==> config.mk <==
export PLATFORM = sky130hd
export DESIGN_NAME = mkrs_cell
export DESIGN_NICKNAME = d
export VERILOG_FILES = /design/src/rtl/mkrs_pkg.sv /design/src/rtl/mkrs_cell.sv
export SDC_FILE = /design/constraint.sdc
export NUM_CORES = 1
export LEC_CHECK = 0
export ABC_CLOCK_PERIOD_IN_PS = 39300
export BUFFER_PORTS_ARGS = -buffer_cell sky130_fd_sc_hd__buf_2
export CAP_MARGIN = 20
export CELL_PAD_IN_SITES_DETAIL_PLACEMENT = 0
export CELL_PAD_IN_SITES_GLOBAL_PLACEMENT = 1
export CORE_AREA = 2 2 213 215
export DETAILED_ROUTE_END_ITERATION = 6
export DIE_AREA = 0 0 215 217
export PLACE_DENSITY_LB_ADDON = 0.1
export REMOVE_ABC_BUFFERS = 1
export SLEW_MARGIN = 40
export SYNTH_ARGS = -nofsm -noshare
export SYNTH_HDL_FRONTEND = slang
export SYNTH_SLANG_ARGS = --single-unit
==> constraint.sdc <==
create_clock -name clk -period 39.3 [get_ports clk]
set_clock_uncertainty 0.05 [all_clocks]
set_input_delay 3.93 -clock clk [delete_from_list [all_inputs] [get_ports clk]]
set_output_delay 3.93 -clock clk [all_outputs]
set_load 0.01 [all_outputs]
==> src/rtl/mkrs_pkg.sv <==
// ----------------------------------------------------------------------------
// mkrs_pkg
// Shared types and constants for the multi-key record sorter.
// ----------------------------------------------------------------------------
package mkrs_pkg;

	localparam int KEY_W          = 32;
	localparam int KEY_FIELDS     = 4;
	localparam int POS_W          = 6;
	localparam int MAX_RECORDS_DEF = 64;
	localparam int MAX_KEYS_DEF   = 4;

	// cell operations
	localparam logic [1:0] OP_HOLD  = 2'd0;
	localparam logic [1:0] OP_LOAD  = 2'd1;
	localparam logic [1:0] OP_SORT  = 2'd2;
	localparam logic [1:0] OP_SHIFT = 2'd3;

	typedef struct packed {
		logic [1:0] op;
		logic       phase;
	} cell_ctrl_t;

endpackage

==> src/rtl/mkrs_cell.sv <==
// ----------------------------------------------------------------------------
// mkrs_cell
// One slot of the sorting chain: holds a record and trades it with a neighbor.
// ----------------------------------------------------------------------------
module mkrs_cell
	import mkrs_pkg::*;
#(
	parameter int INDEX   = 0,
	parameter int N_CELLS = MAX_RECORDS_DEF,
	parameter int KS      = KEY_FIELDS,
	parameter int IDX_W   = 6
) (
	input  logic              clk,
	input  logic              arst_n,
	input  cell_ctrl_t        ctrl,
	input  logic              load_sel,
	input  logic [2:0]        nkeys,
	input  logic [3:0]        desc,
	input  logic [KS*KEY_W-1:0] in_keys,
	input  logic [IDX_W-1:0]  in_idx,
	input  logic [KS*KEY_W-1:0] left_keys,
	input  logic [IDX_W-1:0]  left_idx,
	input  logic              left_valid,
	input  logic              left_swap,
	input  logic [KS*KEY_W-1:0] right_keys,
	input  logic [IDX_W-1:0]  right_idx,
	input  logic              right_valid,
	output logic [KS*KEY_W-1:0] keys,
	output logic [IDX_W-1:0]  idx,
	output logic              valid,
	output logic              swap
);

	localparam logic PARITY = 1'(INDEX % 2);
	localparam bit   FIRST  = (INDEX == 0);
	localparam bit   LAST   = (INDEX == N_CELLS - 1);

	logic [KS*KEY_W-1:0] keys_q, keys_d;
	logic [IDX_W-1:0]    idx_q, idx_d;
	logic                valid_q, valid_d;
	logic                is_left, is_right, right_first;

	assign is_left  = (ctrl.phase == PARITY) && !LAST;
	assign is_right = (ctrl.phase != PARITY) && !FIRST;

	// right record strictly before ours; the first differing key in use wins
	always_comb begin
		logic signed [KEY_W-1:0] a, b;
		right_first = 1'b0;
		for (int k = KS - 1; k >= 0; k--) begin
			a = right_keys[k*KEY_W +: KEY_W];
			b = keys_q[k*KEY_W +: KEY_W];
			if ((3'(k) < nkeys) && (a != b)) begin
				right_first = desc[k] ? (a > b) : (a < b);
			end
		end
	end

	assign swap = is_left && valid_q && right_valid && right_first;

	always_comb begin
		keys_d  = keys_q;
		idx_d   = idx_q;
		valid_d = valid_q;
		unique case (ctrl.op)
			OP_LOAD: begin
				if (load_sel) begin
					keys_d  = in_keys;
					idx_d   = in_idx;
					valid_d = 1'b1;
				end
			end
			OP_SORT: begin
				if (swap) begin
					keys_d  = right_keys;
					idx_d   = right_idx;
					valid_d = right_valid;
				end else if (is_right && left_swap) begin
					keys_d  = left_keys;
					idx_d   = left_idx;
					valid_d = left_valid;
				end
			end
			OP_SHIFT: begin
				keys_d  = right_keys;
				idx_d   = right_idx;
				valid_d = LAST ? 1'b0 : right_valid;
			end
			default: begin
			end
		endcase
	end

	always_ff @(posedge clk or negedge arst_n) begin
		if (!arst_n) begin
			valid_q <= 1'b0;
		end else begin
			valid_q <= valid_d;
		end
	end

	always_ff @(posedge clk) begin
		keys_q <= keys_d;
		idx_q  <= idx_d;
	end

	assign keys  = keys_q;
	assign idx   = idx_q;
	assign valid = valid_q;

endmodule

==> out/results.ini, run 1 <==
[power]
cellLeakagePower_nw=5.88
vdd_drop_max_uv=27.8
p_per_area_nw_per_um2=34.1

[logic_synthesis]
synth_top_area_share=0.446
synthArstFlopShare=0.00741
ys_ff_latch=135
netlist_area_um2=9010
synth_top_area_cell=edfxtp_1
synthCells=765
synth-edff-count=134
yosysSeqAreaShare=0.449
synth_area_leaders=edfxtp_1 45%, ha_1 18%, mux2_2 17%
synth_area_per_cell_um2=11.8
ys_warn_count=0
synth_top_flop_cell=edfxtp_1
synth_cell_type_count=46

[cts]
path_clk_slew_ps=60
postCtsSetupBuffers=0
clock_latency_ps=480
clockBufferDepth=2
cts_hold_buffers=0
cts_resized=0
ctsRootBufferMaster=clkbuf_16
cts_buffers=17
cts.htree.levels=4
cts_num_sinks=135
cts_tree=done

[grt]
grt.overflow.total=0
grt_pass1_vias=7557
antenna_found_initial=22
grt_max_degree=66
grt_usage=0.144
grt_pass1_wl_um=48400

[floorplan]
die_x_um=215
coreArea_um2=44700
initial_core_util=0.202
fp.dieH_um=217
die_area_um2=46700
rows=78
io_pins=554

[worst_setup_path]
critical_path_class=input pin to primary output
cpMostUsedCell=buf_2
critPathRequiredTime_ps=35320
cp_top_family=compound AO/OA/AOI/OAI gates
cp_num_buf_inv=2
cp-start-kind=input pin
worstPathCellList=buf_2 -> ha_1 -> a21oi_1 -> o21ai_0 -> o2bb2ai_1 -> o41ai_1 -> o311ai_1 -> xnor2_1 -> a2111oi_2 -> nor4_1 -> buf_2
end_kind=primary output
crit_fanout=3
slowest_stage=o41ai_1
max_stage_delay_ps=720
worst-endpoint-arrival_ps=6840

[route]
drc=0
first_iter_violations=260
ant_nets=0
routed_wl_um=33400
num_vias=7415
firstDrtPassIters=4
viasPerCell=4.10
routedWlPerCell_um=18.4

[sta]
slew_headroom=0.456
fmax_mhz=92.4
min_period_over_period=0.275
fin_crit_ps=10820
tns_ps=0
rsz0062_at_grt=false
hold_viol_final=0
setup_ws_ps=28480
setup_viol=0
maxSlewViolCount=0
tightest_slew_ps=808

[cells_and_area]
final_cell_mix=416 x buf_2, 134 x inv_1, 134 x mux2_2, 134 x edfxtp_1, 128 x ha_1
drive_gt1_frac=0.486
num-nets-final=1737
areaGrowthSynthToFinish_pct=37.3
postLayoutCoreUtil=0.277
layout_commonest_cell=buf_2
fin_area_um2=12400

[placed_design]
dpl_worst_slack_ps=28290
place_congestion=0.743
port_buffers=417
placed_area_um2=11900
place_hpwl_um=27200

[job]
cap_violations=0

[worst_hold_path]
hp-class=flip-flop to flip-flop

[outcome]
status=finished, final reports clean

[per-stage QoR]
| step | hold slack [ps] | std cells | total power, mW |
|---|---|---|---|
| after floorplan | 505 | 750 | 0.237 |
| after global placement | 479 | 1772 | 0.282 |
| after detailed placement | 487 | 1772 | 0.282 |
| after CTS | 498 | 1802 | 0.435 |
| after global routing | 509 | 1802 | 0.450 |
| final | 485 | 1810 | 0.422 |
[per-layer routing]
metal,global-route usage,routed length (um),up-vias
li1,-,-,3686
met5,0,167,-
met3,0.0723,3190,51
met4,0.0485,524,26
met2,0.209,14100,256
met1,0.185,15400,3396
[tightest hold or removal path: stages, from the launching register on]
cell and delay (ps):
dfrtp_1 390, inv_1 60, a21oi_1 50
[cells in the mapped netlist, drive strengths merged, types with 3 or more instances]
cell type and n:
ha 128, a2111oi 3, o211ai 4, nor3 3
nor2b 4, a221oi 3, a21o 16, nor2 11
edfxtp 134, o21ai 14, a21oi 49, clkbuf 15
nor4 7, mux2 134, xnor2 3, nand4 27
a211oi 6, nand3 19, inv 134, nand2 25
[worst paths after layout]
kind	start	endpoint	slack [ps]	depth (start not counted)
worst max-delay path	right_keys[103]	swap	28480	11
worst min-delay path	valid$_DFFE_PN0P_	valid$_DFFE_PN0P_	490	2
max in group asynchronous	arst_n	valid$_DFFE_PN0P_	35940	1
worst min register to register	valid$_DFFE_PN0P_	valid$_DFFE_PN0P_	490	2
min in group asynchronous	arst_n	valid$_DFFE_PN0P_	3170	1
worst max register to register	keys[103]$_DFFE_PP_	keys[100]$_DFFE_PP_	34810	12
[state kept, by name (all words and copies together), names as in the netlist]
| register | cells |
|---|---|
| idx | 6 |
| keys | 128 |
| valid | 1 |
[logic make-up (layout without fill, tap and decap cells)]
group                    Yosys count  in the layout  synth area share
XOR/XNOR                           4              4           0.00389
other                              0              8                 0
multiplexers                     134            134             0.167
AO/OA/AOI/OAI                    110            110            0.0776
flip-flops                       135            135             0.449
buffers and inverters            149            586            0.0620
AND/OR/NAND/NOR                  105            105            0.0622
adder cells (fa/ha/maj)          128            128             0.178
[where the power goes]
group	internal (mW)	switching, mW	total [mW]
Clock	0.0784	0.0672	0.146
Sequential	0.174	0.00533	0.179
Combinational	0.0453	0.0520	0.0973
Total	0.298	0.125	0.422
[final cells by class]
type	count	area (um^2)
clock buffers	23	448
flip-flops and latches	135	4050
well taps	600	751
multi-input cells	481	4430
diodes	8	20.0
fillers	4907	32300
inverters	134	503
clock inverters	7	32.5
repair buffers	422	2140
(Power assumes the default switching activity.)
==> run 2, diff against run 1 <==
- ABC_CLOCK_PERIOD_IN_PS: 39300 -> 9400
- CORE_AREA: 2 2 213 215 -> 2 2 214 216
- DIE_AREA: 0 0 215 217 -> 0 0 216 218
- clock period: 39.3 -> 9.4 ns (I/O delays scaled with it)
==> out/results.ini, run 2 (synthesis results as in run 1) <==
[outcome]
status=finished, final reports clean

[power]
p_per_area_nw_per_um2=153
vdd_drop_max_uv=108
cellLeakagePower_nw=5.96

[cells_and_area]
largest_reg_flops=128
postLayoutCoreUtil=0.279
areaGrowthSynthToFinish_pct=39.1
drive_gt1_frac=0.494
layout_commonest_cell=buf_2
fin_area_um2=12500
final_cell_mix=416 x buf_2, 134 x inv_1, 134 x mux2_2, 134 x edfxtp_1, 128 x ha_1
num-nets-final=1737

[route]
viasPerCell=4.11
routedWlPerCell_um=18.6
num_vias=7452
ant_nets=0
drc=0
firstDrtPassIters=4
first_iter_violations=207
routed_wl_um=33600

[cts]
clockBufferDepth=2
cts_tree=done
cts_buffers=17
path_clk_slew_ps=60
clock_latency_ps=480
cts_resized=0
cts_num_sinks=135
cts_hold_buffers=0
cts.htree.levels=4
ctsRootBufferMaster=clkbuf_16
postCtsSetupBuffers=0

[worst_setup_path]
critical_path_class=input pin to primary output
worstPathCellList=buf_2 -> ha_1 -> a21oi_1 -> o21ai_0 -> o2bb2ai_1 -> o41ai_1 -> o311ai_1 -> xnor2_1 -> a2111oi_2 -> nor4_1 -> buf_2
r2r-start=keys[103]$_DFFE_PP_
cp-startpoint=right_keys[103]
end_kind=primary output
max_stage_delay_ps=720
slowest_stage=o41ai_1
crit_fanout=3
reg2reg_setup_slack_ps=4980
cpMostUsedCell=buf_2
critPathRequiredTime_ps=8410
cp-start-kind=input pin
worst-endpoint-arrival_ps=3840

[grt]
grt_pass1_vias=7693
grt_pass1_wl_um=48800
grt_usage=0.143
antenna_found_initial=20
grt_max_degree=68
grt.overflow.total=0

[sta]
slew_headroom=0.471
min_period_over_period=0.514
tightest_slew_ps=793
maxSlewViolCount=0
rsz0062_at_grt=false
setup_ws_ps=4570
fmax_mhz=207
fin_crit_ps=4830
setup_viol=0
hold_viol_final=0

[placed_design]
place_congestion=0.746
place_hpwl_um=27400
dpl_worst_slack_ps=4070
port_buffers=417
placed_area_um2=11900

[floorplan]
coreArea_um2=44900
initial_core_util=0.201
die_x_um=216
io_pins=554
die_area_um2=47100
fp.dieH_um=218
rows=78

[job]
cap_violations=0

[worst_hold_path]
hp-class=input pin to asynchronous set/reset pin

==> run 2: cell types whose count changed in the layout (fill, tap and decap cells not counted), sizes merged <==
cell and change:
clkbuf -6, bufinv +5, clkinv +2, clkinvlp +1, diode -1
==> run 2: metrics by stage <==
step	std cells	total power, mW	setup TNS [ps]	hold WS [ps]
detailed placement	1772	1.18	0	483
finish	1811	1.92	0	183
CTS	1804	1.98	0	120
global placement	1772	1.18	0	475
global route	1805	2.04	0	143
floorplan	750	0.991	-523330	505
==> run 2: layout make-up <==
class                   instances  area [um^2]
fillers                      4835        32400
multi-input cells             481         4440
flip-flops and latches        135         4050
repair buffers                422         2140
well taps                     600          751
inverters                     134          503
clock buffers                  17          425
clock inverters                15          209
diodes                          7         17.5
==> run 2: where the power goes <==
part / switching, mW / internal, mW
sequential: 0.0222 / 0.727
combinational: 0.219 / 0.189
clock: 0.294 / 0.466
total: 0.535 / 1.38
==> run 2: path summary, 6_finish.rpt <==
| check | cells after the start | endpoint |
|---|---|---|
| worst max register to register | 12 | keys[61]$_DFFE_PP_ |
| max in group asynchronous | 1 | valid$_DFFE_PN0P_ |
| min in group clk | 2 | valid$_DFFE_PN0P_ |
| worst min register to register | 2 | valid$_DFFE_PN0P_ |
| worst max-delay path | 11 | swap |
| worst min-delay path | 1 | valid$_DFFE_PN0P_ |
==> run 2: critical path: cells and delay by family <==
| kind | cells | cell delay [ps] |
|---|---|---|
| buffers and inverters | 2 | 310 |
| AOI/OAI and AO/OA | 6 | 1920 |
| adders and majority gates | 1 | 320 |
| xor gates and xnor gates | 1 | 250 |
| and+or+nand+nor | 1 | 100 |
==> run 2: routing by layer <==
layer  routed length [um]  up-vias  GRT usage
li1                     -     3693          -
met1                15600     3426      0.185
met2                14300      255      0.209
met3                 2980       54     0.0651
met4                  622       24     0.0532
met5                  152        -          0
==> run 3, diff against run 2 <==
- ABC_CLOCK_PERIOD_IN_PS: 9400 -> 4600
- CORE_AREA: 2 2 214 216 -> 2 2 216 218
- DIE_AREA: 0 0 216 218 -> 0 0 218 220
- clock period: 9.4 -> 4.6 ns (I/O delays scaled with it)
==> out/results.ini, run 3 (synthesis results as in run 1) <==
[outcome]
status=finished, final reports clean

[sta]
fmax_mhz=238
rsz0062_at_grt=false
setup_ws_ps=405
min_period_over_period=0.912
fin_crit_ps=4200
tightest_slew_ps=756
hold_viol_final=0
fin_hold_ws_ps=211
maxSlewViolCount=0
slew_headroom=0.496
setup_viol=0

[power]
cellLeakagePower_nw=5.96
vdd_drop_max_uv=229
p_per_area_nw_per_um2=288

[worst_hold_path]
hold_start=right_valid
min_path_cells=3
hp-class=input pin to flip-flop
hold_path_end=valid$_DFFE_PN0P_

[floorplan]
initial_core_util=0.197
fp.dieH_um=220
rows=79
coreArea_um2=45900
die_area_um2=48000
io_pins=554
die_x_um=218

[placed_design]
place_hpwl_um=27400
place_congestion=0.735
dpl_worst_slack_ps=455
port_buffers=417
place_inst=1787

[grt]
grt.overflow.total=0
grt_pass1_vias=7760
grt_pass1_wl_um=48300
grt_max_degree=71
antenna_found_initial=17
grt_usage=0.139

[worst_setup_path]
max_stage_delay_ps=670
reg2regPathDepth=12
r2r-start=keys[103]$_DFFE_PP_
slowest_stage=a2111oi_1
cp-startpoint=keys[103]$_DFFE_PP_
worstPathCellList=inv_1 -> ha_1 -> a21oi_1 -> o21ai_0 -> o2bb2ai_1 -> o41ai_1 -> o311ai_1 -> xnor2_1 -> a2111oi_1 -> nor4_1 -> buf_2
cp-start-kind=flip-flop
crit_fanout=3
timing.rr.end=keys[11]$_DFFE_PP_
reg2reg_setup_slack_ps=760
critPathRequiredTime_ps=4090
end_kind=primary output
critical_path_class=flip-flop to primary output
worst-endpoint-arrival_ps=3690

[route]
drc=0
routed_wl_um=33200
ant_nets=0
routedWlPerCell_um=18.2
first_iter_violations=259
firstDrtPassIters=4
viasPerCell=4.08
num_vias=7451

[cells_and_area]
fillers=5040
ff_latch_area_um2=4050
num-nets-final=1746
stdcell_count=1825
largest_reg_flops=128
layout_commonest_cell=buf_2
final_cell_mix=416 x buf_2, 134 x inv_1, 134 x mux2_2, 134 x edfxtp_1, 128 x ha_1
drive_gt1_frac=0.489
multi_input_area_um2=4430
areaGrowthSynthToFinish_pct=38.9

[cts]
cts_buffers=17
path_clk_slew_ps=60
cts.htree.levels=4
postCtsSetupBuffers=0
clock_latency_ps=480
cts_num_sinks=135
clockBufferDepth=2
ctsRootBufferMaster=clkbuf_16
cts_tree=done

[job]
cap_violations=0

[run 3: cell count changes in the layout (fill, tap and decap cells not counted), sizes merged]
cell	change
buf	+8
bufinv	-5
clkbuf	+5
clkinvlp	-2
dlygate4sd3	+1
[run 3: how the worst max path moves through the flow]
stage	end	slack (ps)	depth (start not counted)
floorplan	idx[0]$_DFFE_PP_	-8230	9
global placement	keys[74]$_DFFE_PP_	380	12
detailed placement	keys[10]$_DFFE_PP_	460	12
CTS	swap	220	11
global route	swap	100	11
finish	swap	400	11
[run 3: per-layer routing]
layer	share of wire	up-vias	track usage
met3	0.10	35	0.0679
met4	0.012	16	0.0415
met1	0.46	3437	0.181
li1	-	3707	-
met2	0.43	256	0.202
met5	0.0031	-	0
[run 3: worst max-delay path, delay by kind of cell, from the launching register on]
family	cells	cell delay (ps)
AOI/OAI and AO/OA	6	1980
buffers and inverters	2	270
DFF	1	390
adders and majority gates	1	240
and+or+nand+nor	1	110
xor gates and xnor gates	1	230
[run 3: power by group]
part	total [mW]	leakage, nW	switching [mW]	internal (mW)
logic	0.846	4.42	0.442	0.404
registers	1.53	1.30	0.0470	1.48
clock network	1.23	0.237	0.561	0.667
total	3.61	5.96	1.05	2.56
[run 3: cell type report]
type,instances,share of cell area
Tap cell,607,0.0606
Inverter,134,0.0402
Timing Repair Buffer,431,0.183
Antenna cell,7,0.00140
Clock inverter,8,0.00280
Clock buffer,22,0.0355
Multi-Input combinational cell,481,0.353
Sequential cell,135,0.323
[run 3: per-stage QoR]
stage / cell area, um^2 / setup TNS (ps) / power [mW] / utilization
after CTS: 12500 / 0 / 3.72 / 0.273
after global routing: 12500 / 0 / 3.85 / 0.273
after global placement: 12000 / 0 / 2.43 / 0.262
after floorplan: 8960 / -1102210 / 2.03 / -
after detailed placement: 12000 / 0 / 2.43 / 0.262
final: 12500 / 0 / 3.61 / 0.273
[run 3: what timing repair did]
item | CTS | global route
gates resized for setup | 0 | 0
hold buffers | 1 | 0
hold endpoints to repair | 1 | 0
